==> config.mk <==
export PLATFORM = sky130hd
export DESIGN_NAME = cud_back
export DESIGN_NICKNAME = d
export VERILOG_FILES = /design/src/rtl/core/cud_pkg.sv /design/src/rtl/core/cud_back.sv
export SDC_FILE = /design/constraint.sdc
export NUM_CORES = 2
export LEC_CHECK = 0
export BUFFER_PORTS_ARGS = -buffer_cell sky130_fd_sc_hd__buf_2
export CAP_MARGIN = 40
export CORE_UTILIZATION = 35
export CTS_CLUSTER_SIZE = 28
export DETAILED_ROUTE_END_ITERATION = 8
export MAX_ROUTING_LAYER = met4
export PLACE_DENSITY_LB_ADDON = 0.25
export SYNTH_ARGS = -nofsm -noshare
export SYNTH_HDL_FRONTEND = slang
export SYNTH_SLANG_ARGS = --single-unit
==> constraint.sdc <==
create_clock -name clk -period 9.51 [get_ports clk]
set_input_delay 0 -clock clk [delete_from_list [all_inputs] [get_ports clk]]
set_output_delay 0 -clock clk [all_outputs]
set_load 0.1 [all_outputs]
==> src/rtl/core/cud_pkg.sv <==
// shared types, constants and tables for the cud quasi-random generator
package cud_pkg;

  // sequence shape
  localparam int STAGES        = 16;
  localparam int FRACTION_BITS = 32;

  // field widths
  localparam int MULT_W  = 31;
  localparam int STAGE_W = 4;
  localparam int FRAC_W  = 32;

  // log table: ln(p) for the first sixteen primes, unsigned Q3.61 in 64 bits
  localparam int ROM_DEPTH  = 16;
  localparam int ROM_IDX_W  = 4;
  localparam int ROM_W      = 64;
  localparam int LOG_FRAC   = 61;
  localparam int FRAC_SHIFT = LOG_FRAC - FRACTION_BITS;
  localparam int LO_W       = 32;
  localparam int HI_W       = LOG_FRAC - LO_W;
  localparam int PLO_W      = MULT_W + LO_W;

  // table builder: ln(n) accumulated in Q2.62 up to the last prime
  localparam int N_W      = 6;
  localparam int LAST_N   = 53;
  localparam int SLOT_W   = 5;
  localparam int K_W      = 5;
  localparam int Q_W      = 7;
  localparam int DEN_W    = 14;
  localparam int DIV_W    = 63;
  localparam int DIV_CNT_W = 6;
  localparam int ACC_W    = 64;

  // decoupling queue
  localparam int QUEUE_DEPTH = 4;
  localparam int QPTR_W      = $clog2(QUEUE_DEPTH);
  localparam int QCNT_W      = $clog2(QUEUE_DEPTH + 1);

  // register map
  localparam int REG_IDX_W = 1;
  localparam logic [REG_IDX_W-1:0] REG_START = 1'b0;

  typedef enum logic [2:0] {
    INIT_NEXT_N,
    INIT_WAIT_T0,
    INIT_TERM,
    INIT_WAIT_SUM,
    INIT_WAIT_T,
    INIT_ACC,
    INIT_DONE
  } init_state_t;

  // one draw as classified by the front end
  typedef struct packed {
    logic [MULT_W-1:0]    mult;
    logic [ROM_IDX_W-1:0] idx;
    logic [STAGE_W-1:0]   stage;
    logic                 wrapped;
  } cud_item_t;

  // configuration write toward the front end
  typedef struct packed {
    logic              we;
    logic [MULT_W-1:0] data;
  } cud_cfg_wr_t;

  function automatic logic [N_W-1:0] cud_prime(input logic [ROM_IDX_W-1:0] idx);
    logic [N_W-1:0] p;
    unique case (idx)
      4'd0:    p = 6'd2;
      4'd1:    p = 6'd3;
      4'd2:    p = 6'd5;
      4'd3:    p = 6'd7;
      4'd4:    p = 6'd11;
      4'd5:    p = 6'd13;
      4'd6:    p = 6'd17;
      4'd7:    p = 6'd19;
      4'd8:    p = 6'd23;
      4'd9:    p = 6'd29;
      4'd10:   p = 6'd31;
      4'd11:   p = 6'd37;
      4'd12:   p = 6'd41;
      4'd13:   p = 6'd43;
      4'd14:   p = 6'd47;
      default: p = 6'd53;
    endcase
    return p;
  endfunction

  function automatic logic [MULT_W-1:0] cud_stage_limit(input logic [STAGE_W-1:0] s);
    logic [MULT_W-1:0] lim;
    unique case (s)
      4'd0:    lim = 31'd2;
      4'd1:    lim = 31'd2;
      4'd2:    lim = 31'd4;
      4'd3:    lim = 31'd15;
      4'd4:    lim = 31'd65;
      4'd5:    lim = 31'd315;
      4'd6:    lim = 31'd1586;
      4'd7:    lim = 31'd8036;
      4'd8:    lim = 31'd40448;
      4'd9:    lim = 31'd200401;
      4'd10:   lim = 31'd972536;
      4'd11:   lim = 31'd4609846;
      4'd12:   lim = 31'd21310545;
      4'd13:   lim = 31'd96017492;
      4'd14:   lim = 31'd421606654;
      default: lim = 31'd1804551131;
    endcase
    return lim;
  endfunction

endpackage

==> src/rtl/core/cud_back.sv <==
// back end: multiplier by log table entry, fraction extract, output register
module cud_back import cud_pkg::*; (
  input  logic                 clk,
  input  logic                 rst_n,
  input  logic                 q_empty,
  input  cud_item_t            q_item,
  output logic                 q_pop,
  output logic [ROM_IDX_W-1:0] rom_idx,
  input  logic [ROM_W-1:0]     rom_data,
  output logic                 out_valid,
  input  logic                 out_stall,
  output logic [FRAC_W-1:0]    out_fraction,
  output logic [STAGE_W-1:0]   out_stage,
  output logic                 out_wrapped
);

  logic                  a_valid_r;
  logic [PLO_W-1:0]      a_plo_r;
  logic [HI_W-1:0]       a_phi_r;
  logic [STAGE_W-1:0]    a_stage_r;
  logic                  a_wrap_r;

  logic                  out_valid_r;
  logic [FRAC_W-1:0]     out_fraction_r;
  logic [STAGE_W-1:0]    out_stage_r;
  logic                  out_wrapped_r;

  logic                  out_free;
  logic                  a_free;
  logic [PLO_W-1:0]      plo;
  logic [HI_W-1:0]       phi;
  logic [LOG_FRAC-1:0]   frac61;
  logic [LOG_FRAC-1:0]   frac_shifted;

  assign out_free = !out_valid_r || !out_stall;
  assign a_free   = !a_valid_r || out_free;
  assign q_pop    = !q_empty && a_free;
  assign rom_idx  = q_item.idx;

  // low 61 bits of mult * entry from two partial products
  assign plo = PLO_W'(q_item.mult) * PLO_W'(rom_data[LO_W-1:0]);
  assign phi = q_item.mult[HI_W-1:0] * rom_data[LOG_FRAC-1:LO_W];

  assign frac61       = a_plo_r[LOG_FRAC-1:0] + {a_phi_r, {LO_W{1'b0}}};
  assign frac_shifted = frac61 >> FRAC_SHIFT;

  always_ff @(posedge clk) begin
    if (!rst_n) begin
      a_valid_r   <= 1'b0;
      out_valid_r <= 1'b0;
    end else begin
      if (a_free) begin
        a_valid_r <= q_pop;
      end
      if (out_free) begin
        out_valid_r <= a_valid_r;
      end
    end
  end

  always_ff @(posedge clk) begin
    if (q_pop) begin
      a_plo_r   <= plo;
      a_phi_r   <= phi;
      a_stage_r <= q_item.stage;
      a_wrap_r  <= q_item.wrapped;
    end
    if (out_free && a_valid_r) begin
      out_fraction_r <= frac_shifted[FRAC_W-1:0];
      out_stage_r    <= a_stage_r;
      out_wrapped_r  <= a_wrap_r;
    end
  end

  assign out_valid    = out_valid_r;
  assign out_fraction = out_fraction_r;
  assign out_stage    = out_stage_r;
  assign out_wrapped  = out_wrapped_r;

endmodule

# Word level (Yosys, flattened, before mapping)
# Cells that the tools add are included.
# classes
add_sub_neg	1
n_mul	2
n_div	0
n_lt_le_gt_ge	0
n_eq_ne	0
shift	0
n_mux	0
n_bitwise	0
reduce_logical	8
# ops
op	count
61-bit adder	1
31-bit by 32-bit multiplier with 61-bit output	1
29-bit by 29-bit multiplier with 29-bit output	1
1-bit zero test	4
1-bit logical AND	2
1-bit logical OR	2
# word_totals
register_bits	134
latchBits	0
mem_bits_rw	0
rom_bits	0
out_inout_bits	43
memories	0

# Logic depth before layout (Yosys ltp)
# depth
ltp_word	4
depth_mapped	30
mapped_depth_nobuf	29

# Worst setup path after synthesis
# Ideal clock, no wire load.
# synth_timing
path_kind	input to register
start	input q_item[14] (netlist bit)
end	register a_plo_r[45] (data pin)
setup_time_ns	0.259
t_arrival_ns	6.879
t_required_ns	9.251
path_slack_ns	2.372
stages	28
path_buffers	2
cell_sequence	clkbuf_1 clkbuf_1 and2_1 fa_1 fa_1 fa_1 inv_1 fa_1 inv_1 fa_1 inv_1 fa_1 inv_1 fa_1 inv_1 fa_1 inv_1 ha_1 nand3_1 a2111o_1 o221ai_1 a21o_1 a31oi_1 o41a_2 o21bai_4 a41o_1 nor2_1 xnor2_1
# synth_via
elab_chain_cells	1
# synth_rtl
item	line	rtl
from (decl)	cud_back.sv:6	input cud_item_t q_item,
31-bit by 32-bit multiplier with 61-bit output	cud_back.sv:41	assign plo = PLO_W'(q_item.mult) * PLO_W'(rom_data[LO_W-1:0]);
named net plo[45]	cud_back.sv:30	logic [PLO_W-1:0] plo;
to (signal assigned)	cud_back.sv:63	a_plo_r <= plo;
to (decl)	cud_back.sv:18	logic [PLO_W-1:0] a_plo_r;
# The timed path passes the listed nets, and every way through them passes these cells.
# A chain may end at the register's enable or synchronous reset.

# Final worst setup path
# layout_timing
start	input q_item[19] (netlist bit)
end	register a_plo_r[59] (data pin)
# The elaborated chain is that of the path after synthesis.

==> impl_metrics.py <==
metrics = {
    "run_status": {
        "status": "finished clean",
    },
    "floorplanning": {
        "die_area_sq_um": 139000,
        "rows": 135,
        "pin_count": 151,
        "die_h_um": 373,
        "start_util_pct": 35.4,
        "coreArea_sq_um": 136000,
        "die_w_um": 373,
    },
    "grt": {
        "use_met1_pct": 27.8,
        "gr-usage-met2_pct": 36.0,
        "grt_pass1_wl_um": 218000,
        "met3_usage_pct": 1.65,
        "grt_max_degree": 64,
        "grt_busiest_layer": "met2",
        "antenna_found_initial": 14,
        "grt_pass1_vias": 36400,
        "overflow": 0,
        "grt_usage_pct": 21.1,
    },
    "placed_design": {
        "port_buffers": 139,
        "dpl_cell_area_sq_um": 50700,
        "gp_congestion": 0.853,
        "dp_slack_ps": 817,
        "place_hpwl_um": 112000,
    },
    "drt": {
        "wl_per_cell_um": 20.1,
        "first_pass_iters": 6,
        "post-route-drc-count": 0,
        "drtIter0Drc": 1935,
        "vias": 33700,
        "antenna_left": 0,
        "drt-vias-per-instance": 4.87,
        "wl_um": 139000,
    },
    "setup_path": {
        "start_kind": "input port",
        "endpoint_kind": "register",
        "cp.arrival_ps": 8440,
        "worstPathRequired_ps": 9640,
        "criticalPathCategory": "in2reg",
        "cp_max_fo": 22,
    },
    "logic_synthesis": {
        "ys_ff_latch": 105,
        "synth_cells": 5182,
        "synth.area.top_cells": "fa_1, ha_1, inv_1, and2_1, edfxtp_1",
        "ys.warnings.count": 0,
        "synth_edf_count": 103,
        "yosysTopAreaCell": "fa_1",
        "yosysSeqAreaShare_pct": 6.51,
        "synthArstFlopShare_pct": 0,
        "synth_nets": 6861,
        "synth_ff_type": "edfxtp_1",
        "yosysTopAreaCellShare_pct": 49.5,
        "syn_area_sq_um": 48100,
        "syn_area_per_cell_sq_um": 9.29,
        "ys_types": 63,
    },
    "cts": {
        "cts-root-buf": "clkbuf_16",
        "clkTransAtPathRegs_ps": 80,
        "cts_buffers": 9,
        "cts_max_level": 3,
        "clock_latency_ps": 370,
        "cts.path.max_buffers": 2,
        "post-cts-setup-buffers": 0,
        "clkSinkCount": 105,
        "tritoncts": "yes",
    },
    "sta": {
        "tns_ps": 0,
        "drv_slew": 0,
        "tightest_slew_ps": 927,
        "fin_skew_ps": 6.79,
        "final_hold_viol_count": 0,
        "max_freq_mhz": 120,
        "final-setup-viol-count": 0,
        "rsz0062_at_grt": "no",
        "slew_headroom_pct": 38.2,
        "fin_crit_sh_pct": 87.4,
        "min_period_ps": 8310,
        "layout_setup_ws_ps": 1200,
    },
    "layout": {
        "fill_cells": 13900,
        "stdcell_area_sq_um": 51100,
        "utilization_pct": 37.6,
        "nets": 6808,
        "syn2layout_area_growth_pct": 6.13,
        "layout-drive-gt1-share_pct": 4.83,
    },
    "min_path": {
        "hold_path_class": "in2out",
    },
    "flow_run": {
        "drv_cap": 0,
    },
}
## cells by family (layout without fill, tap and decap cells)
| family | after synthesis | after routing | synth area share (%) |
|---|---|---|---|
| fa+ha+maj | 1571 | 1571 | 59.4 |
| other cells | 0 | 7 | 0 |
| simple gates | 1597 | 1597 | 16.3 |
| buf+inv | 1541 | 1493 | 12.0 |
| compound gates | 228 | 228 | 3.17 |
| xor+xnor | 140 | 140 | 2.55 |
| flops | 105 | 105 | 6.51 |
## what timing repair did
item,4_1_cts,5_1_grt
endpoints found under the hold margin,11,0
hold buffers,8,0
resized for setup,0,0
## cell usage after synthesis, types with 5 or more instances
cell and instances:
edfxtp_1 103, xor2_1 28, o211ai_1 5, xnor2_1 112, o21bai_1 9, nor2_1 54
o21ai_0 34, o21a_1 13, nand4_1 8, ha_1 380, a211oi_1 8, a21boi_0 8
a21oi_1 68, inv_1 1251, fa_1 1191, a21o_1 35, nand3_1 20, a31oi_1 7
or3_1 7, nand2b_1 11, clkbuf_1 286, and2_1 671, nand2_1 788, nor3_1 12
nor2b_1 12
## metrics by stage
| stage | cells | hold slack (ps) |
|---|---|---|
| floorplan | 5182 | 98.9 |
| global placement | 6884 | 0.681 |
| detailed placement | 6891 | 0.681 |
| CTS | 6915 | 0.681 |
| global route | 6918 | 0.254 |
| finish | 6922 | 0.0439 |
## cell type report
class	count	area, sq um	share of cell area (%)
inverters	1251	4700	9.19
repair buffers	226	1470	2.88
clock buffers	9	225	0.441
flip-flops and latches	105	3130	6.13
diodes	7	17.5	0.0343
clock inverters	7	83.8	0.164
multi-input cells	3536	39200	76.8
well taps	1781	2230	4.36
## state kept, by name, summed over array words and instances, names as in the netlist
name          flops
out_wrapped       1
a_plo_r          32
out_fraction     32
a_phi_r          29
out_stage         4
a_wrap_r          1
a_valid_r         1
out_valid         1
a_stage_r         4
## layout by cell type, fill, tap and decap left out, drive strengths merged, types with 9 or more instances in the layout
| master | Yosys | final |
|---|---|---|
| o21a | 13 | 13 |
| a21oi | 68 | 68 |
| clkbuf | 286 | 9 |
| inv | 1251 | 1255 |
| edfxtp | 103 | 103 |
| a21o | 35 | 35 |
| o21ai | 36 | 36 |
| xnor2 | 112 | 112 |
| nand2b | 11 | 11 |
| and2 | 671 | 671 |
| xor2 | 28 | 28 |
| buf | 4 | 218 |
| fa | 1191 | 1191 |
| nor2b | 12 | 12 |
| nand3 | 20 | 20 |
| a211oi | 9 | 9 |
| nand2 | 788 | 788 |
| nor2 | 54 | 54 |
| nor3 | 12 | 12 |
| ha | 380 | 380 |
| o21bai | 10 | 10 |
## path summary, 6_finish.rpt
path,to,slack (ps),from,cells past startpoint
setup / recovery,a_plo_r[59]$_DFFE_PP_,1200,q_item[19],27
hold / removal,rom_idx[2],0.04,q_item[7],0
setup reg to reg,out_fraction[31]$_DFFE_PP_,5530,a_plo_r[32]$_DFFE_PP_,14
hold reg to reg,out_stage[1]$_DFFE_PP_,420,a_stage_r[1]$_DFFE_PP_,0
## metal layers
layer  up-vias  share of wire, %
met5         -                 0
met4         0               1.8
met3       123               3.8
met2       713                51
met1     18000                44
li1      14800                 -
## critical path: stages
cell and delay [ps]:
buf_2 490, buf_4 350, nand2_1 110, fa_1 560, inv_1 50, fa_1 520, inv_1 80, fa_1 550
inv_1 60, fa_1 480, fa_1 580, fa_1 450, fa_1 500, inv_1 50, fa_1 470, inv_1 40
ha_1 350, nand3_1 230, nor3_1 230, and3_1 300, a221oi_2 100, buf_4 200, o311ai_0 600, a31oi_1 360
or2_2 390, o21ai_0 210, xnor2_1 90
Power is left out: the tool's default activity adds up to more than one toggle a clock period on the data nets, which glitch-free logic cannot reach.
