[config.mk]
export PLATFORM = sky130hd
export DESIGN_NAME = cud_log_init
export DESIGN_NICKNAME = d
export VERILOG_FILES = /design/src/rtl/core/cud_pkg.sv /design/src/rtl/core/cud_log_init.sv
export SDC_FILE = /design/constraint.sdc
export NUM_CORES = 2
export LEC_CHECK = 0
export BUFFER_PORTS_ARGS = -buffer_cell sky130_fd_sc_hd__buf_2
export CAP_MARGIN = 20
export CELL_PAD_IN_SITES_DETAIL_PLACEMENT = 0
export CELL_PAD_IN_SITES_GLOBAL_PLACEMENT = 1
export CORE_MARGIN = 2
export CORE_UTILIZATION = 55
export CTS_CLUSTER_SIZE = 28
export DETAILED_ROUTE_END_ITERATION = 6
export PLACE_DENSITY = 0.84
export REMOVE_ABC_BUFFERS = 1
export SLEW_MARGIN = 30
export SYNTH_ARGS = -nofsm -noshare
export SYNTH_HDL_FRONTEND = slang
export SYNTH_SLANG_ARGS = --single-unit
[constraint.sdc]
create_clock -name clk -period 17.6 [get_ports clk]
set_input_delay 3.52 -clock clk [delete_from_list [all_inputs] [get_ports clk]]
set_output_delay 3.52 -clock clk [all_outputs]
set_load 0.005 [all_outputs]
[src/rtl/core/cud_pkg.sv]
// shared types, constants and tables for the cud quasi-random generator
package cud_pkg;

  // sequence shape
  localparam int STAGES        = 16;
  localparam int FRACTION_BITS = 32;

  // field widths
  localparam int MULT_W  = 31;
  localparam int STAGE_W = 4;
  localparam int FRAC_W  = 32;

  // log table: ln(p) for the first sixteen primes, unsigned Q3.61 in 64 bits
  localparam int ROM_DEPTH  = 16;
  localparam int ROM_IDX_W  = 4;
  localparam int ROM_W      = 64;
  localparam int LOG_FRAC   = 61;
  localparam int FRAC_SHIFT = LOG_FRAC - FRACTION_BITS;
  localparam int LO_W       = 32;
  localparam int HI_W       = LOG_FRAC - LO_W;
  localparam int PLO_W      = MULT_W + LO_W;

  // table builder: ln(n) accumulated in Q2.62 up to the last prime
  localparam int N_W      = 6;
  localparam int LAST_N   = 53;
  localparam int SLOT_W   = 5;
  localparam int K_W      = 5;
  localparam int Q_W      = 7;
  localparam int DEN_W    = 14;
  localparam int DIV_W    = 63;
  localparam int DIV_CNT_W = 6;
  localparam int ACC_W    = 64;

  // decoupling queue
  localparam int QUEUE_DEPTH = 4;
  localparam int QPTR_W      = $clog2(QUEUE_DEPTH);
  localparam int QCNT_W      = $clog2(QUEUE_DEPTH + 1);

  // register map
  localparam int REG_IDX_W = 1;
  localparam logic [REG_IDX_W-1:0] REG_START = 1'b0;

  typedef enum logic [2:0] {
    INIT_NEXT_N,
    INIT_WAIT_T0,
    INIT_TERM,
    INIT_WAIT_SUM,
    INIT_WAIT_T,
    INIT_ACC,
    INIT_DONE
  } init_state_t;

  // one draw as classified by the front end
  typedef struct packed {
    logic [MULT_W-1:0]    mult;
    logic [ROM_IDX_W-1:0] idx;
    logic [STAGE_W-1:0]   stage;
    logic                 wrapped;
  } cud_item_t;

  // configuration write toward the front end
  typedef struct packed {
    logic              we;
    logic [MULT_W-1:0] data;
  } cud_cfg_wr_t;

  function automatic logic [N_W-1:0] cud_prime(input logic [ROM_IDX_W-1:0] idx);
    logic [N_W-1:0] p;
    unique case (idx)
      4'd0:    p = 6'd2;
      4'd1:    p = 6'd3;
      4'd2:    p = 6'd5;
      4'd3:    p = 6'd7;
      4'd4:    p = 6'd11;
      4'd5:    p = 6'd13;
      4'd6:    p = 6'd17;
      4'd7:    p = 6'd19;
      4'd8:    p = 6'd23;
      4'd9:    p = 6'd29;
      4'd10:   p = 6'd31;
      4'd11:   p = 6'd37;
      4'd12:   p = 6'd41;
      4'd13:   p = 6'd43;
      4'd14:   p = 6'd47;
      default: p = 6'd53;
    endcase
    return p;
  endfunction

  function automatic logic [MULT_W-1:0] cud_stage_limit(input logic [STAGE_W-1:0] s);
    logic [MULT_W-1:0] lim;
    unique case (s)
      4'd0:    lim = 31'd2;
      4'd1:    lim = 31'd2;
      4'd2:    lim = 31'd4;
      4'd3:    lim = 31'd15;
      4'd4:    lim = 31'd65;
      4'd5:    lim = 31'd315;
      4'd6:    lim = 31'd1586;
      4'd7:    lim = 31'd8036;
      4'd8:    lim = 31'd40448;
      4'd9:    lim = 31'd200401;
      4'd10:   lim = 31'd972536;
      4'd11:   lim = 31'd4609846;
      4'd12:   lim = 31'd21310545;
      4'd13:   lim = 31'd96017492;
      4'd14:   lim = 31'd421606654;
      default: lim = 31'd1804551131;
    endcase
    return lim;
  endfunction

endpackage

[src/rtl/core/cud_log_init.sv]
// log table builder: fills ln(prime) in Q3.61 after reset with a serial divider
module cud_log_init import cud_pkg::*; (
  input  logic                 clk,
  input  logic                 rst_n,
  input  logic [ROM_IDX_W-1:0] rd_idx,
  output logic [ROM_W-1:0]     rd_data,
  output logic                 done
);

  init_state_t state_r, state_nxt;

  logic [N_W-1:0]    n_r;
  logic [SLOT_W-1:0] slot_r;
  logic [K_W-1:0]    k_r;
  logic [DIV_W-1:0]  t_r;
  logic [DIV_W-1:0]  sum_r;
  logic [ACC_W-1:0]  acc_r;
  logic [ROM_W-1:0]  rom_r [ROM_DEPTH];

  // serial divider
  logic                 div_busy_r;
  logic                 div_done_r;
  logic [DIV_CNT_W-1:0] div_cnt_r;
  logic [DIV_W-1:0]     div_quo_r;
  logic [DEN_W-1:0]     div_rem_r;
  logic [DEN_W-1:0]     div_den_r;
  logic [DEN_W:0]       rem_shift;
  logic                 rem_ge;
  logic [DEN_W-1:0]     rem_nxt;

  logic                 div_start;
  logic [DIV_W-1:0]     div_dividend;
  logic [DEN_W-1:0]     div_divisor;

  logic [Q_W-1:0]   q;
  logic [DEN_W-1:0] qq;
  logic [K_W:0]     odd_k;
  logic [ACC_W-1:0] acc_sum;
  logic [ACC_W:0]   acc_round;
  logic             slot_hit;

  assign q       = {n_r, 1'b0} - Q_W'(1);
  assign qq      = DEN_W'(q) * DEN_W'(q);
  assign odd_k   = {k_r, 1'b1};
  assign acc_sum = acc_r + {sum_r, 1'b0};
  assign acc_round = {1'b0, acc_sum} + (ACC_W+1)'(1);
  assign slot_hit  = (slot_r < SLOT_W'(ROM_DEPTH)) &&
                     (n_r == cud_prime(slot_r[ROM_IDX_W-1:0]));

  assign rem_shift = {div_rem_r, div_quo_r[DIV_W-1]};
  assign rem_ge    = rem_shift >= {1'b0, div_den_r};
  assign rem_nxt   = rem_ge ? DEN_W'(rem_shift - {1'b0, div_den_r}) : rem_shift[DEN_W-1:0];

  // next state
  always_comb begin
    state_nxt = state_r;
    unique case (state_r)
      INIT_NEXT_N:   state_nxt = INIT_WAIT_T0;
      INIT_WAIT_T0:  if (div_done_r) state_nxt = INIT_TERM;
      INIT_TERM:     state_nxt = (t_r == '0) ? INIT_ACC : INIT_WAIT_SUM;
      INIT_WAIT_SUM: if (div_done_r) state_nxt = INIT_WAIT_T;
      INIT_WAIT_T:   if (div_done_r) state_nxt = INIT_TERM;
      INIT_ACC:      state_nxt = (n_r == N_W'(LAST_N)) ? INIT_DONE : INIT_NEXT_N;
      INIT_DONE:     state_nxt = INIT_DONE;
      default:       state_nxt = INIT_DONE;
    endcase
  end

  // divider launch per state
  always_comb begin
    div_start    = 1'b0;
    div_dividend = t_r;
    div_divisor  = qq;
    unique case (state_r)
      INIT_NEXT_N: begin
        div_start    = 1'b1;
        div_dividend = DIV_W'(1) << (DIV_W - 1);
        div_divisor  = DEN_W'(q);
      end
      INIT_TERM: begin
        div_start   = (t_r != '0);
        div_divisor = DEN_W'(odd_k);
      end
      INIT_WAIT_SUM: begin
        div_start   = div_done_r;
        div_divisor = qq;
      end
      default: begin
        div_start = 1'b0;
      end
    endcase
  end

  always_ff @(posedge clk) begin
    if (!rst_n) begin
      div_busy_r <= 1'b0;
      div_done_r <= 1'b0;
    end else begin
      div_done_r <= 1'b0;
      if (div_start) begin
        div_busy_r <= 1'b1;
      end else if (div_busy_r && (div_cnt_r == DIV_CNT_W'(DIV_W - 1))) begin
        div_busy_r <= 1'b0;
        div_done_r <= 1'b1;
      end
    end
  end

  always_ff @(posedge clk) begin
    if (div_start) begin
      div_quo_r <= div_dividend;
      div_rem_r <= '0;
      div_den_r <= div_divisor;
      div_cnt_r <= '0;
    end else if (div_busy_r) begin
      div_quo_r <= {div_quo_r[DIV_W-2:0], rem_ge};
      div_rem_r <= rem_nxt;
      div_cnt_r <= div_cnt_r + DIV_CNT_W'(1);
    end
  end

  always_ff @(posedge clk) begin
    if (!rst_n) begin
      state_r <= INIT_NEXT_N;
      n_r     <= N_W'(2);
      slot_r  <= '0;
      acc_r   <= '0;
    end else begin
      state_r <= state_nxt;
      if (state_r == INIT_ACC) begin
        acc_r <= acc_sum;
        n_r   <= n_r + N_W'(1);
        if (slot_hit) begin
          slot_r <= slot_r + SLOT_W'(1);
        end
      end
    end
  end

  // series datapath
  always_ff @(posedge clk) begin
    unique case (state_r)
      INIT_WAIT_T0: if (div_done_r) begin
        t_r   <= div_quo_r;
        sum_r <= '0;
        k_r   <= '0;
      end
      INIT_WAIT_SUM: if (div_done_r) begin
        sum_r <= sum_r + div_quo_r;
      end
      INIT_WAIT_T: if (div_done_r) begin
        t_r <= div_quo_r;
        k_r <= k_r + K_W'(1);
      end
      default: begin
      end
    endcase
  end

  always_ff @(posedge clk) begin
    if ((state_r == INIT_ACC) && slot_hit) begin
      rom_r[slot_r[ROM_IDX_W-1:0]] <= acc_round[ACC_W:1];
    end
  end

  assign rd_data = rom_r[rd_idx];
  assign done    = (state_r == INIT_DONE);

endmodule

# Yosys cells after proc, flatten, opt, wreduce, memory -nomap -nowiden
# Memories as Yosys holds them, arrays and structs flattened. A register that Yosys moved wholly into a read port is not among the register bits.
# Cells that the tools add are included.
[word_totals]
ff_bits = 308
ramBits = 1024
rom_bits = 96
inputBits = 6
output_inout_bits = 65
elab_cells = 82
memories = 2
[classes]
add_sub_neg = 9
mul = 1
n_lt_le_gt_ge = 2
n_eq_ne = 13
mux = 24
n_bitwise = 1
reduce_logical = 17
[memory_table]
columns = ["memory", "words", "width", "rd", "rd_ports_with_merged_regs", "write_ports", "line", "source"]
rows = [
  ["rom_r", 16, 64, 1, 0, 1, "cud_log_init.sv:18", "logic [ROM_W-1:0] rom_r [ROM_DEPTH];"],
  ["(no name shown)", 16, 6, 1, 1, 0, "cud_pkg.sv:69", "unique case (idx)"],
]
[op_table]
columns = ["op", "n"]
rows = [
  ["$mux W63", 5],
  ["$pmux W63 S2", 1],
  ["$add A64 B1 Y65 const B", 1],
  ["$add A64 B64 Y64", 1],
  ["$add A63 B63 Y63", 1],
  ["$logic_not A63 Y1", 1],
  ["$reduce_bool A63 Y1", 1],
  ["$pmux W14 S2", 1],
  ["$ge A15 B14 Y1", 1],
  ["$pmux W3 S5", 1],
  ["$mul A7 B7 Y14", 1],
  ["$mux W14", 1],
  ["$sub A14 B14 Y14", 1],
  ["$add A6 B1 Y6 const B", 2],
  ["$eq A6 B6 Y1 const B", 2],
  ["$mux W3", 4],
  ["$add A5 B1 Y5 const B", 2],
  ["$mux W5", 2],
  ["$pmux W5 S2", 1],
  ["$eq A3 B3 Y1 const B", 3],
  ["$mux W4", 2],
  ["$reduce_bool A2 Y1", 4],
  ["$sub A7 B1 Y7 const B", 1],
  ["$eq A3 B2 Y1 const B", 2],
  ["other kinds (13)", 25],
]

# Depth between registers and ports, before layout
[depth]
word_depth = 5
mapped_depth = 24
depth_no_buf = 23

# Worst setup path before layout
# OpenSTA, ideal clock, no wires.
[synth_timing]
path_kind = "input to output"
from = "in rd_idx[0]"
to = "out rd_data[0]"
arrival_time_ps = 5662
required_time_ps = 14080
slack_ps = 8418
path_stages = 5
path_buffers = 3
cell_sequence = "clkbuf_1 > clkbuf_1 > buf_1 > mux4_2 > mux4_2"
[synth_between]
elab_chain_len = 1
[synth_lines]
columns = ["item", "line", "source"]
rows = [
  ["start, declared", "cud_log_init.sv:5", "input logic [ROM_IDX_W-1:0] rd_idx,"],
  ["$mem_v2 Z16 W64", "-", ""],
  ["end, declared", "cud_log_init.sv:6", "output logic [ROM_W-1:0] rd_data,"],
]
# No other way between the ends.

# Worst setup path in the final report
[layout_timing]
from = "in rd_idx[1]"
to = "out rd_data[43]"
# The elaborated chain is that of the path after synthesis.

==> qor.csv <==
metric,value,unit
"slowest stage delay, CP",0.87,ns
Setup TNS Final,0,ns
Area Overhead vs Synth,12.0,%
worst relative slew slack,0.335,
RSZ-0062 raised after global routing,false,
Worst setup EP type,output pin,
Post-synth EDFFs,1215,
synthesized area,58400,um2
I/O Buffers,69,
status,completed,
Synth Flop Type,edfxtp_1,
die area,109000,um2
clock transition at the registers of the reported paths,0.06,ns
HPWL Detailed,77800,um
row count,119,
synthesized area per cell,16.3,um2
WP data required,14.08,ns
Hold Path End,acc_r[40],
number of routed nets with antenna violations,0,
fmax,95.4,MHz
Buf/Inv on CP,4,
H-tree depth,4,
# nets final,3902,
I/O pin count,71,
Pins Over Slew Limit,0,
total grt overflow,0,
Placed Instances,4955,
chip height,330,um
Worst Skew,0.0305,ns
"delay-heaviest family, CP",buffers and inverters,
Post-Route WL,138000,um
CTS buffer count,135,
#FFs+latches synth,1320,
Chip Width,330,um
maximum clock path buffer count,3,
worst flop-to-flop path endpoint,div_den_r[13],
cts hold-fix bufs,0,
drt first-iter violations,3712,
crit path time final,10.48,ns
async set-or-reset flop fraction in the synthesized netlist,0,
Critical Path AT,6.96,ns
largest net degree at the start of global routing,106,
# setup viols final,0,
Design Power,6.76,mW
WS Path Type,primary input to output pin,
Util after Layout,0.622,
via count,32899,
Pre-antenna DRT Iters,5,
sequential area share after synthesis,0.660,
Final Wtd Congestion,0.884,
worst hold stages,2,
R2R Setup Slk,11.92,ns
Max VDD drop,0.0875,mV
crit-path cells,"buf_8, buf_4, buf_4, mux4_2, mux4_2, buf_2",
initial antenna violation count,0,
post-CTS resize count,0,
clock sink count,1320,
"Clk Latency, worst-skew pair",0.74,ns
worst hold path type,register to register,
GRT Total Usage,0.256,
Fin. Hold Viols,0,
DR WL/cell,26.4,um
number of antenna diodes,0,
post-CTS setup buffer count,0,
number of global-route vias before repair,32751,
synthesized instance count,3595,
slew of the pin with the lowest slew margin,0.998,ns
final std cells w/o fill,5201,
via/cell ratio,6.33,
ratio of cells with drive above 1 in the final layout,0.200,
Static Leakage,22.5,nW
R2R cell count,23,
pwr/cell area,103,nW/um2
clk root buf,clkbuf_16,
crit path max fanout,77,
CTS tree,built,
Residual DRC,0,
slowest cell on the critical path,buf_4,
Hold Startpoint,acc_r[40],
ratio of final minimum period to clock period,0.596,
synth warn,0,
core area,105000,um2
first-pass GRT wire length,206000,um
CP Launch Type,primary input,
number of library cell types mapped by synthesis,88,
Initial Util,0.555,
max_cap viols,0,
worst r2r src,n_r[0],
[cell usage in the layout, fill, tap and decap left out, types with 15 or more instances in the layout]
cell       instances
buf_2             66
nand4_1           40
xor2_2            19
nor4_1            23
mux4_2           315
clkbuf_16        140
ha_1             178
o21bai_1          31
and3_1            22
a22o_1            61
o21a_1            18
a211oi_1          21
a21boi_0          55
nor2b_1           18
buf_4             71
nand3_1           25
inv_1             90
clkinv_1          21
mux2i_1           19
edfxtp_1        1215
a31oi_1           25
nor2_1           181
dfxtp_1          105
nand2b_1          16
xnor2_1           81
a21oi_1          153
xnor2_2           26
a21o_1            81
nand2_1          235
o21ai_0           90
xor2_1            42
and2_1            24
clkbuf_1          30
nor3_1            31
clkinv_2          22
fa_1              15
nor2_4            15
[synth_stat cells, types with 40 or more instances]
library cell  instances  area [um2]
nand4_1              40         250
ha_1                178        2230
xor2_1               62         543
clkbuf_1            134         503
a21oi_1             153         766
mux4_2              315        7090
a21boi_0             55         413
a21o_1               81         608
xnor2_1             107         937
o21ai_0              90         450
nor2_1              196         736
a22o_1               62         543
nand2_1             235         882
dfxtp_1             105        2100
edfxtp_1           1215       36500
inv_1                90         338
[how the worst max path moves through the flow]
stage,to,cells after the start,from
finish,rd_data[43],6,rd_idx[1]
global route,rd_data[43],6,rd_idx[0]
CTS,rd_data[43],6,rd_idx[0]
detailed placement,rd_data[45],6,rd_idx[0]
global placement,rd_data[43],6,rd_idx[0]
floorplan,rd_data[0],2,rd_idx[0]
[per-stage QoR]
step                      hold slack [ns]  setup slack, ns  instance area [um2]
after detailed placement            0.457             6.95                61000
after global routing                0.483             7.01                65400
after global placement              0.448             7.02                60600
final                               0.468             7.12                65400
after CTS                           0.466             6.93                65300
after floorplan                     0.439             9.62                57800
[state kept, by name (all words and copies together), names as in the netlist, named ones only]
name,cells
t_r,63
slot_r,5
div_cnt_r,6
div_den_r,13
sum_r,63
div_busy_r,1
n_r,6
div_rem_r,14
div_done_r,1
state_r,3
div_quo_r,63
k_r,5
acc_r,63
rom_r,1008
[tightest hold or removal path, stage by stage, from the launching register on]
cell	delay (ns)
dfxtp_1	0.31
nand2_1	0.06
a21boi_1	0.05
[kinds of logic (layout without fill, tap and decap cells)]
logic type	count (synthesis)	count (layout)	share of synthesized area
compound gates	640	640	0.0758
xor+xnor	169	169	0.0253
fa+ha+maj	193	193	0.0432
buf+inv	267	482	0.0174
flops	1320	1320	0.660
mux	335	335	0.125
other cells	1	1	0.0000642
simple gates	670	670	0.0531
[report_power, final]
group	internal, mW	switching (mW)
Sequential	3.43	0.0311
Combinational	0.216	0.259
Clock	1.63	1.20
Total	5.27	1.49
[area by class of cell]
| class | instances | area [um2] |
|---|---|---|
| Fill cell | 7343 | 39800 |
| Timing Repair Buffer | 148 | 1070 |
| Clock buffer | 174 | 3670 |
| Clock inverter | 70 | 681 |
| Sequential cell | 1320 | 38600 |
| Multi-Input combinational cell | 2008 | 19300 |
| Inverter | 90 | 338 |
| Tap cell | 1391 | 1740 |
[routing by layer]
| metal | global-route usage | wire length, um |
|---|---|---|
| met1 | 0.367 | 57000 |
| met2 | 0.410 | 67100 |
| met3 | 0.0462 | 10800 |
| met4 | 0.0639 | 2590 |
| met5 | 0 | 0 |
Power figures use the tool's default switching activity.
