**config.mk**
```make
export PLATFORM = sky130hd
export DESIGN_NAME = cud_front
export DESIGN_NICKNAME = d
export VERILOG_FILES = /design/src/rtl/core/cud_pkg.sv /design/src/rtl/core/cud_front.sv
export SDC_FILE = /design/constraint.sdc
export NUM_CORES = 1
export LEC_CHECK = 0
export ABC_CLOCK_PERIOD_IN_PS = 10000
export BUFFER_PORTS_ARGS = -buffer_cell sky130_fd_sc_hd__buf_2
export CAP_MARGIN = 20
export CORE_MARGIN = 2
export CORE_UTILIZATION = 60
export CTS_BUF_LIST = sky130_fd_sc_hd__clkbuf_4
export DETAILED_ROUTE_END_ITERATION = 7
export PLACE_DENSITY = 0.86
export SETUP_SLACK_MARGIN = 0.1
export SLEW_MARGIN = 20
export SYNTH_ARGS = -nofsm -noshare
export SYNTH_HDL_FRONTEND = slang
export SYNTH_SLANG_ARGS = --single-unit
export TNS_END_PERCENT = 20
```
**constraint.sdc**
```tcl
create_clock -name clk -period 10 [get_ports clk]
set_input_delay 1 -clock clk [delete_from_list [all_inputs] [get_ports clk]]
set_output_delay 1 -clock clk [all_outputs]
set_load 0.005 [all_outputs]
```
**src/rtl/core/cud_pkg.sv**
```systemverilog
// shared types, constants and tables for the cud quasi-random generator
package cud_pkg;

  // sequence shape
  localparam int STAGES        = 16;
  localparam int FRACTION_BITS = 32;

  // field widths
  localparam int MULT_W  = 31;
  localparam int STAGE_W = 4;
  localparam int FRAC_W  = 32;

  // log table: ln(p) for the first sixteen primes, unsigned Q3.61 in 64 bits
  localparam int ROM_DEPTH  = 16;
  localparam int ROM_IDX_W  = 4;
  localparam int ROM_W      = 64;
  localparam int LOG_FRAC   = 61;
  localparam int FRAC_SHIFT = LOG_FRAC - FRACTION_BITS;
  localparam int LO_W       = 32;
  localparam int HI_W       = LOG_FRAC - LO_W;
  localparam int PLO_W      = MULT_W + LO_W;

  // table builder: ln(n) accumulated in Q2.62 up to the last prime
  localparam int N_W      = 6;
  localparam int LAST_N   = 53;
  localparam int SLOT_W   = 5;
  localparam int K_W      = 5;
  localparam int Q_W      = 7;
  localparam int DEN_W    = 14;
  localparam int DIV_W    = 63;
  localparam int DIV_CNT_W = 6;
  localparam int ACC_W    = 64;

  // decoupling queue
  localparam int QUEUE_DEPTH = 4;
  localparam int QPTR_W      = $clog2(QUEUE_DEPTH);
  localparam int QCNT_W      = $clog2(QUEUE_DEPTH + 1);

  // register map
  localparam int REG_IDX_W = 1;
  localparam logic [REG_IDX_W-1:0] REG_START = 1'b0;

  typedef enum logic [2:0] {
    INIT_NEXT_N,
    INIT_WAIT_T0,
    INIT_TERM,
    INIT_WAIT_SUM,
    INIT_WAIT_T,
    INIT_ACC,
    INIT_DONE
  } init_state_t;

  // one draw as classified by the front end
  typedef struct packed {
    logic [MULT_W-1:0]    mult;
    logic [ROM_IDX_W-1:0] idx;
    logic [STAGE_W-1:0]   stage;
    logic                 wrapped;
  } cud_item_t;

  // configuration write toward the front end
  typedef struct packed {
    logic              we;
    logic [MULT_W-1:0] data;
  } cud_cfg_wr_t;

  function automatic logic [N_W-1:0] cud_prime(input logic [ROM_IDX_W-1:0] idx);
    logic [N_W-1:0] p;
    unique case (idx)
      4'd0:    p = 6'd2;
      4'd1:    p = 6'd3;
      4'd2:    p = 6'd5;
      4'd3:    p = 6'd7;
      4'd4:    p = 6'd11;
      4'd5:    p = 6'd13;
      4'd6:    p = 6'd17;
      4'd7:    p = 6'd19;
      4'd8:    p = 6'd23;
      4'd9:    p = 6'd29;
      4'd10:   p = 6'd31;
      4'd11:   p = 6'd37;
      4'd12:   p = 6'd41;
      4'd13:   p = 6'd43;
      4'd14:   p = 6'd47;
      default: p = 6'd53;
    endcase
    return p;
  endfunction

  function automatic logic [MULT_W-1:0] cud_stage_limit(input logic [STAGE_W-1:0] s);
    logic [MULT_W-1:0] lim;
    unique case (s)
      4'd0:    lim = 31'd2;
      4'd1:    lim = 31'd2;
      4'd2:    lim = 31'd4;
      4'd3:    lim = 31'd15;
      4'd4:    lim = 31'd65;
      4'd5:    lim = 31'd315;
      4'd6:    lim = 31'd1586;
      4'd7:    lim = 31'd8036;
      4'd8:    lim = 31'd40448;
      4'd9:    lim = 31'd200401;
      4'd10:   lim = 31'd972536;
      4'd11:   lim = 31'd4609846;
      4'd12:   lim = 31'd21310545;
      4'd13:   lim = 31'd96017492;
      4'd14:   lim = 31'd421606654;
      default: lim = 31'd1804551131;
    endcase
    return lim;
  endfunction

endpackage

```
**src/rtl/core/cud_front.sv**
```systemverilog
// front end: takes draw requests, steps the counters and queues each draw
module cud_front import cud_pkg::*; (
  input  logic              clk,
  input  logic              rst_n,
  input  logic              init_done,
  input  cud_cfg_wr_t       cfg_wr,
  output logic [MULT_W-1:0] start_mult,
  input  logic              in_valid,
  output logic              in_stall,
  input  logic              in_draw_request,
  input  logic              q_full,
  output logic              push,
  output cud_item_t         push_item
);

  logic [MULT_W-1:0]    start_r;
  logic [MULT_W-1:0]    mult_r, mult_nxt;
  logic [ROM_IDX_W-1:0] prime_r, prime_nxt;
  logic [STAGE_W-1:0]   stage_r, stage_nxt;

  logic               accept;
  logic               j_ge;
  logic [MULT_W:0]    next_m;
  logic               limit_hit;
  logic [STAGE_W:0]   stage_inc;
  logic               stage_wrap;

  assign in_stall = !init_done || q_full;
  assign accept   = in_valid && !in_stall;
  assign push     = accept && in_draw_request;

  assign j_ge       = prime_r >= stage_r;
  assign next_m     = j_ge ? ({1'b0, mult_r} + (MULT_W+1)'(1)) : {1'b0, mult_r};
  assign limit_hit  = next_m >= {1'b0, cud_stage_limit(stage_r)};
  assign stage_inc  = {1'b0, stage_r} + (STAGE_W+1)'(1);
  assign stage_wrap = stage_inc >= (STAGE_W+1)'(STAGES);

  always_comb begin
    prime_nxt = j_ge ? '0 : prime_r + ROM_IDX_W'(1);
    mult_nxt  = limit_hit ? MULT_W'(1) : next_m[MULT_W-1:0];
    stage_nxt = stage_r;
    if (limit_hit) begin
      stage_nxt = stage_wrap ? '0 : stage_inc[STAGE_W-1:0];
    end
  end

  always_comb begin
    push_item.mult    = mult_r;
    push_item.idx     = prime_r;
    push_item.stage   = stage_r;
    push_item.wrapped = limit_hit && stage_wrap;
  end

  always_ff @(posedge clk) begin
    if (!rst_n) begin
      start_r <= MULT_W'(1);
      mult_r  <= MULT_W'(1);
      prime_r <= '0;
      stage_r <= '0;
    end else if (cfg_wr.we) begin
      start_r <= cfg_wr.data;
      mult_r  <= cfg_wr.data;
    end else if (push) begin
      mult_r  <= mult_nxt;
      prime_r <= prime_nxt;
      stage_r <= stage_nxt;
    end
  end

  assign start_mult = start_r;

endmodule

```
Word level (Yosys, flattened, before mapping):

Memories as Yosys holds them, arrays and structs flattened. A register that Yosys moved wholly into a read port is not among the register bits.
Index checks and enable logic that the tools add are counted.

* $add $sub $neg: 3
* mux-type cells: 8
* bitwise gates (word level): 1
* reductions and logical operators: 9
* $lt $le $gt $ge: 3

Operators by type and width (number)
* $mux 31: 3
* $add 31x1->32 const B: 1
* $ge 32x31->1: 1
* $mux 32: 1
* $mux 4: 4
* $add 4x1->5 const B: 1
* $ge 5x5->1 const B: 1
* $add 4x1->4 const B: 1
* $ge 4x4->1: 1
* $logic_and 1x1->1: 3
* $reduce_and 3->1: 1
* $logic_not 1->1: 2
* $reduce_and 2->1: 1
* $reduce_bool 2->1: 1
* $logic_or 1x1->1: 1
* $not 1->1: 1

* memories: 1
* input bits: 38
* flip-flop bits (word level): 70
* ROM bits: 496
* word-level logic and storage cells: 29

Memory list
* (no name shown): depth 16, width 31, rd ports 1, clocked after Yosys merged registers in 1, write ports 0, RTL line cud_pkg.sv:92 `unique case (s)`

Longest topological paths before layout:

Gate-level depths: netlist of run 1.

* depth after elaboration: 8
* mapped depth: 23
* gate-level depth less buffers: 21

Worst setup path after synthesis of run 1:

No wires, ideal clock.

* path kind: reg-to-reg
* start point: reg stage_r[2]
* end point: reg with a tool-made name
* cell stages (with the launch flop): 22
* data arrival time: 4908 ps
* path slack: 5018 ps
* data required time: 9927 ps
* library setup time: 73 ps
* path buffers: 0
* cells stage by stage: dfxtp_1 > inv_1 > ha_1 > or2_1 > a21oi_1 > nor2_2 > nand3_1 > nor2_1 > xor2_1 > ha_1 > a21o_1 > a21o_1 > a2111oi_4 > a31oi_1 > o31ai_1 > mux2i_1 > nor2_1 > inv_1 > ha_1 > inv_1 > or4_4 > o211ai_2

RTL lines
* from (decl): RTL line cud_front.sv:19 `logic [STAGE_W-1:0] stage_r, stage_nxt;`
* from (signal assigned): RTL line cud_front.sv:66 `stage_r <= stage_nxt;`

==> reports/results.txt, run 1 <==
Status - finished clean
Largest net degree at the start of global routing - 69
Ys async rst share - 0
Full die area - 0.01001 mm^2
Fmax - 160.8 MHz
Antenna Nets Post-Route - 0
Yosys top cell by area - dfxtp_1
Clock sink total - 98
Crit-path leading delay family - simple AND/OR/NAND/NOR gates
Area Overhead vs Synth - 12.70%
Chip height - 100.1 um
Mean Syn Cell Area - 8.559 um^2
Io pins - 111
Final hold violation count - 0
Layout cells sized above 1 - 0.2000
Worst min-delay path category - reg2reg
Routed len/inst - 17.55 um
Post-CTS setup buffer count - 0
Setup CP Type - reg2reg
Pwr per Cell Area - 124.9 mW/mm^2
Overflow after GRT - 0
Core ar. - 0.009109 mm^2
Placed cell area - 0.006097 mm^2
Worst path buffer plus inverter count - 2
Total GRT Usage - 0.3018
Residual DRC count - 0
Mean number of vias per cell - 6.106
Final Wtd Congestion - 0.9249
CP Cell Sequence - inv_1 -> ha_1 -> or2_1 -> a21o_1 -> and4_1 -> nand2_1 -> nor2_1 -> xor2_1 -> ha_1 -> nand3_1 -> nor4_1 -> a221oi_1 -> nand3_1 -> o31ai_1 -> mux2i_1 -> nand2_1 -> ha_1 -> inv_1 -> or4_4 -> o211ai_2
PnR worst setup slack - 3.781 ns
Mapped Nets - 731
Ys Warns - 0
#FFs+latches synth - 98
Max Slew Vio Count - 0
Final instance area - 0.006241 mm^2
Synthesized cell area - 0.005538 mm^2
Sum Neg Setup Slack - 0 ns
EDFF count, synth - 0
Most area-consuming cells after synthesis - dfxtp_1 (35%), ha_1 (10%), mux2i_1 (7.6%)
Global-route wire length before repair - 24.18 mm
N_diodes - 0
Row count - 35
Post-synth cell types - 65
PortBufs - 110
Reg clk slew, reported paths - 0.16 ns
Required time of the critical path - 10.40 ns
Peak supply drop - 0.00006426 V
CP max-delay cell - mux2i_1
Initial Util - 0.6080
Slew margin rel. - 0.3249
H-tree levels - 3
Crit path DAT - 6.62 ns
Detail Placement HPWL - 11.16 mm
Worst-case clock buffer depth - 2
CTS buffer count - 9
Final Skew - 0.01945 ns
Final setup viols - 0
Final nets - 824
RSZ-0062 raised after global routing - false
Final Cycle Share - 0.6219
Crit end category - flip-flop
Drt first pass iters - 5
Initial antenna violation count - 0
Hold_buf cts - 0
Leak - 2.838 nW
CTS tree - done
Resized cells post-CTS - 0
Root Driver - clkbuf_4
Synth top area share - 0.3543
CP dominant cell by count - ha_1
Sequential-to-total area share from yosys stat - 0.3543
CP peak stage delay - 0.76 ns
Die X - 100.1 um
WL final - 15.02 mm
Worst Tran Pin Value - 1.009 ns
Crit path time final - 6.219 ns
Setup Slack @ Placement - 4.013 ns
Cells after synthesis - 647
Startpoint types - flip-flop
Drt first-iter violations - 388
DR vias - 5227
Post-synth top flop - dfxtp_1
Insertion delay of the later-clocked pin in the worst-skew pair - 0.47 ns
Critical Path Fanout Max - 11
MaxCap Viol Count - 0
WHS - 0.4770 ns
Vias in the first global route - 5107
-- cell families (layout without fill, tap and decap cells) --
kind of cell,count (synthesis),in the layout,synth area share
simple gates,230,230,0.2006
flops,98,98,0.3543
compound gates,115,115,0.1482
buf+inv,84,182,0.06507
fa+ha+maj,46,46,0.1039
xor+xnor,29,29,0.04587
mux,45,45,0.08201
-- where the power goes --
group,internal [mW],switching (mW)
registers,0.407,0.0180
logic,0.0569,0.0736
clock network,0.0782,0.146
-- Yosys cell counts (5+ instances only) --
| cell | n |
|---|---|
| a221oi_1 | 14 |
| nand2_1 | 35 |
| clkbuf_1 | 21 |
| a222oi_1 | 9 |
| o21ai_0 | 22 |
| nand2b_1 | 7 |
| nor3_1 | 23 |
| mux2i_1 | 42 |
| and2_1 | 7 |
| nor2_1 | 90 |
| a211oi_1 | 5 |
| a21oi_1 | 32 |
| and3_1 | 6 |
| ha_1 | 46 |
| xor2_1 | 9 |
| dfxtp_1 | 98 |
| nand4_1 | 11 |
| inv_1 | 48 |
| nand3_1 | 25 |
| xnor2_1 | 20 |
-- worst reg2reg max path, cell delays in order, from the launching register on --
cell and delay, ns:
dfxtp_1 0.43, inv_1 0.13, ha_1 0.29, or2_1 0.11
a21o_1 0.13, and4_1 0.48, nand2_1 0.23, nor2_1 0.18
xor2_1 0.26, ha_1 0.30, nand3_1 0.13, nor4_1 0.08
a221oi_1 0.38, nand3_1 0.26, o31ai_1 0.50, mux2i_1 0.76
nand2_1 0.34, ha_1 0.42, inv_1 0.10, or4_4 0.55
o211ai_2 0.07
-- area by class of cell --
| type | instances | area (um^2) |
|---|---|---|
| timing repair buffer | 114 | 580.6 |
| inverter | 52 | 200.2 |
| clock buffer | 9 | 67.56 |
| fill | 755 | 2868 |
| clock inverter | 7 | 76.32 |
| multi-input combinational | 465 | 3216 |
| tap | 111 | 138.9 |
| sequential | 98 | 1962 |
-- placed cells by master, fill, tap and decap left out, types with 14 or more instances in the layout --
master / instances
inv_1: 47
mux2i_1: 42
o21ai_0: 22
a21oi_1: 32
xnor2_1: 20
a221oi_1: 14
nor2_1: 90
buf_2: 110
nand2_1: 35
ha_1: 46
nand3_1: 25
dfxtp_1: 98
nor3_1: 23
-- per-stage QoR --
step	cells	util	power (mW)
finish	856	0.6852	0.7797
global route	856	0.6852	0.8098
CTS	856	0.6852	0.7767
detailed placement	840	0.6694	0.5601
global placement	840	0.6694	0.5545
floorplan	647	-	0.5108
-- worst paths after layout --
| path | startpoint | slack [ns] | depth (start not counted) | endpoint |
|---|---|---|---|---|
| worst max-delay path | stage_r[2]$_SDFFE_PN0N_ | 3.78 | 20 | flip-flop |
| worst min-delay path | start_mult[0]$_SDFFE_PN1P_ | 0.48 | 2 | start_mult[0]$_SDFFE_PN1P_ |
| worst max register to register | stage_r[2]$_SDFFE_PN0N_ | 3.78 | 20 | flip-flop |
| worst min register to register | start_mult[0]$_SDFFE_PN1P_ | 0.48 | 2 | start_mult[0]$_SDFFE_PN1P_ |
-- routing by layer --
layer  wire (um)  GRT usage  vias to the layer above
li1            -          -                     2464
met1        6195     0.3737                     2462
met2        7252     0.5125                      256
met3        1050    0.05989                       45
met4         524     0.1286                        0
met5           0          0                        -
Note: power is estimated with default switching activity, not from simulation.
==> run 2: changes to the inputs <==
- ABC_AREA: unset -> 1
- ABC_CLOCK_PERIOD_IN_PS: 10000 -> 6500
- CORE_UTILIZATION: 60 -> 57
- PLACE_DENSITY: 0.86 -> 0.82
- clock period: 10 -> 6.5 ns (I/O delays scaled with it)
==> reports/results.txt, run 2 <==
#FFs+latches synth - 98
Insertion delay of the later-clocked pin in the worst-skew pair - 0.46 ns
EDFF count, synth - 0
Initial Util - 0.5867
Ys Warns - 0
Most common library cells after synthesis - nand2_1 (216), dfxtp_1 (98), inv_1 (88)
Sum Neg Setup Slack - 0 ns
Max Slew Vio Count - 0
Pwr per Cell Area - 191.5 mW/mm^2
Final hold violation count - 0
Cells after DPL - 960
Crit path time final - 5.320 ns
Drt first-iter violations - 250
Slew margin rel. - 0.3436
CP Launch Point - stage_r[1]$_SDFFE_PN0N_
Area Overhead vs Synth - 14.77%
Reg clk slew, reported paths - 0.15 ns
Cells after synthesis - 744
Initial antenna violation count - 0
Detail Placement HPWL - 11.04 mm
Chip height - 101.5 um
N_diodes - 0
Overflow after GRT - 0
Clock sink total - 98
H-tree levels - 3
Largest net degree at the start of global routing - 63
Fmax - 188.0 MHz
Final setup viols - 0
Core ar. - 0.009240 mm^2
Mapped Nets - 828
Residual DRC count - 0
Global-route wire length before repair - 22.93 mm
Antenna Nets Post-Route - 0
Sequential-to-total area share from yosys stat - 0.3619
Most common cell after layout, fill and taps aside - nand2_1
Final Cycle Share - 0.8185
Final Wtd Congestion - 0.9304
Most numerous cell in the Yosys netlist - nand2_1
R2R Setup Slk - 1.18 ns
Routed len/inst - 14.75 um
CTS buffer count - 9
CP dominant cell by count - nand2_1
RSZ-0062 raised after global routing - false
CP peak stage delay - 0.42 ns
Crit end category - flip-flop
PortBufs - 110
Synthesized cell area - 0.005421 mm^2
Die X - 101.5 um
R2r startpoint - stage_r[1]$_SDFFE_PN0N_
MaxCap Viol Count - 0
Post-CTS setup buffer count - 0
Synth top area share - 0.3619
Full die area - 0.01031 mm^2
Worst-case clock buffer depth - 2
Fin cells - 977
Total GRT Usage - 0.2798
Required time of the critical path - 6.90 ns
Hold_buf cts - 0
Final nets - 927
Peak supply drop - 0.0001066 V
Final Util - 0.6734
Mean Syn Cell Area - 7.287 um^2
DR vias - 5249
Worst min-delay path category - in2reg
Cell count of the worst reg-to-reg path - 28
Startpoint types - flip-flop
PnR Total Power - 1.192 mW
Vias in the first global route - 4698
Critical Path Fanout Max - 15
Row count - 35
Leak - 2.998 nW
Crit path DAT - 5.72 ns
Yosys top cell by area - dfxtp_1
Io pins - 111
Mean number of vias per cell - 5.373
Drt first pass iters - 4
Worst Tran Pin Value - 0.9835 ns
Fillers - 839
Final Skew - 0.02353 ns
Post-synth top flop - dfxtp_1
Most frequent cells in the layout - nand2_1 (216), buf_2 (110), dfxtp_1 (98), inv_1 (88), a21oi_1 (58)
Setup CP Type - reg2reg
Root Driver - clkbuf_4
Most area-consuming cells after synthesis - dfxtp_1 (36%), nand2_1 (15%), ha_1 (11%)
Layout cells sized above 1 - 0.1840
WL final - 14.42 mm
Status - finished clean
Post-synth cell types - 38
CTS tree - done
Resized cells post-CTS - 0
Ys async rst share - 0
CP max-delay cell - dfxtp_1
[run 2: cell types whose count changed after synthesis, moves of 12 or more]
| cell | change |
|---|---|
| nand2_1 | +181 |
| nor2_1 | -55 |
| mux2i_1 | -42 |
| inv_1 | +40 |
| a21oi_1 | +26 |
| a31oi_1 | +23 |
| a221oi_1 | -14 |
| xnor2_1 | -14 |
| xor2_1 | +14 |
| nand3_1 | +12 |
[run 2: kinds of logic (layout without fill, tap and decap cells)]
| kind of cell | count (synthesis) | after routing | synth area share |
|---|---|---|---|
| adders and majority gates | 46 | 46 | 0.1062 |
| AOI/OAI and AO/OA | 107 | 107 | 0.1101 |
| DFF | 98 | 98 | 0.3619 |
| xor gates and xnor gates | 29 | 29 | 0.04685 |
| buffers and inverters | 116 | 220 | 0.08401 |
| and+or+nand+nor | 348 | 348 | 0.2910 |
[run 2: critical path: cells and delay by family (launching register included)]
family                     cells  cell delay [ns]
DFF                            1             0.42
and+or+nand+nor               16             2.69
AOI/OAI and AO/OA              5             0.59
adders and majority gates      3             0.88
buffers and inverters          3             0.37
xor gates and xnor gates       1             0.27
[run 2: power breakdown]
part / total (mW) / switching, mW / internal [mW] / leakage [nW]
Sequential: 0.650 / 0.0256 / 0.624 / 0.802
Clock: 0.366 / 0.202 / 0.164 / 0.0807
Combinational: 0.177 / 0.105 / 0.0712 / 2.12
Total: 1.19 / 0.333 / 0.859 / 3.00
[run 2: worst min path at each step]
stage / cells past startpoint / slack, ns / endpoint / from
3_5_place_dp: 2 / 0.45 / start_mult[0]$_SDFFE_PN1P_ / start_mult[0]$_SDFFE_PN1P_
4_1_cts: 3 / 0.43 / start_mult[0]$_SDFFE_PN1P_ / cfg_wr[0]
3_3_place_gp: 2 / 0.44 / start_mult[0]$_SDFFE_PN1P_ / start_mult[0]$_SDFFE_PN1P_
6_report: 3 / 0.44 / start_mult[0]$_SDFFE_PN1P_ / cfg_wr[0]
2_1_floorplan: 2 / 0.45 / start_mult[0]$_SDFFE_PN1P_ / start_mult[0]$_SDFFE_PN1P_
5_1_grt: 3 / 0.43 / start_mult[0]$_SDFFE_PN1P_ / cfg_wr[0]
[run 2: layer usage]
layer	wire, um	vias to the layer above	track usage
met3	876	22	0.03934
met1	6807	2403	0.3946
li1	-	2623	-
met4	246	0	0.08732
met5	0	-	0
met2	6485	201	0.4438
[run 2: through the flow]
stage,worst slack (ns),cell area (um^2),hold slack [ns]
2_1_floorplan,2.409,5421,0.4526
3_3_place_gp,1.486,6036,0.4379
3_5_place_dp,1.352,6041,0.4462
4_1_cts,1.245,6202,0.4278
5_1_grt,0.6053,6222,0.4287
6_report,1.180,6222,0.4354
[run 2: cell type report]
type | count | area, um^2 | share of cell area
Clock buffer | 11 | 82.58 | 0.01327
Multi-Input combinational cell | 530 | 3014 | 0.4844
Clock inverter | 5 | 78.83 | 0.01267
Tap cell | 129 | 161.4 | 0.02594
Sequential cell | 98 | 1962 | 0.3153
Timing Repair Buffer | 112 | 578.1 | 0.09290
Inverter | 92 | 345.3 | 0.05550
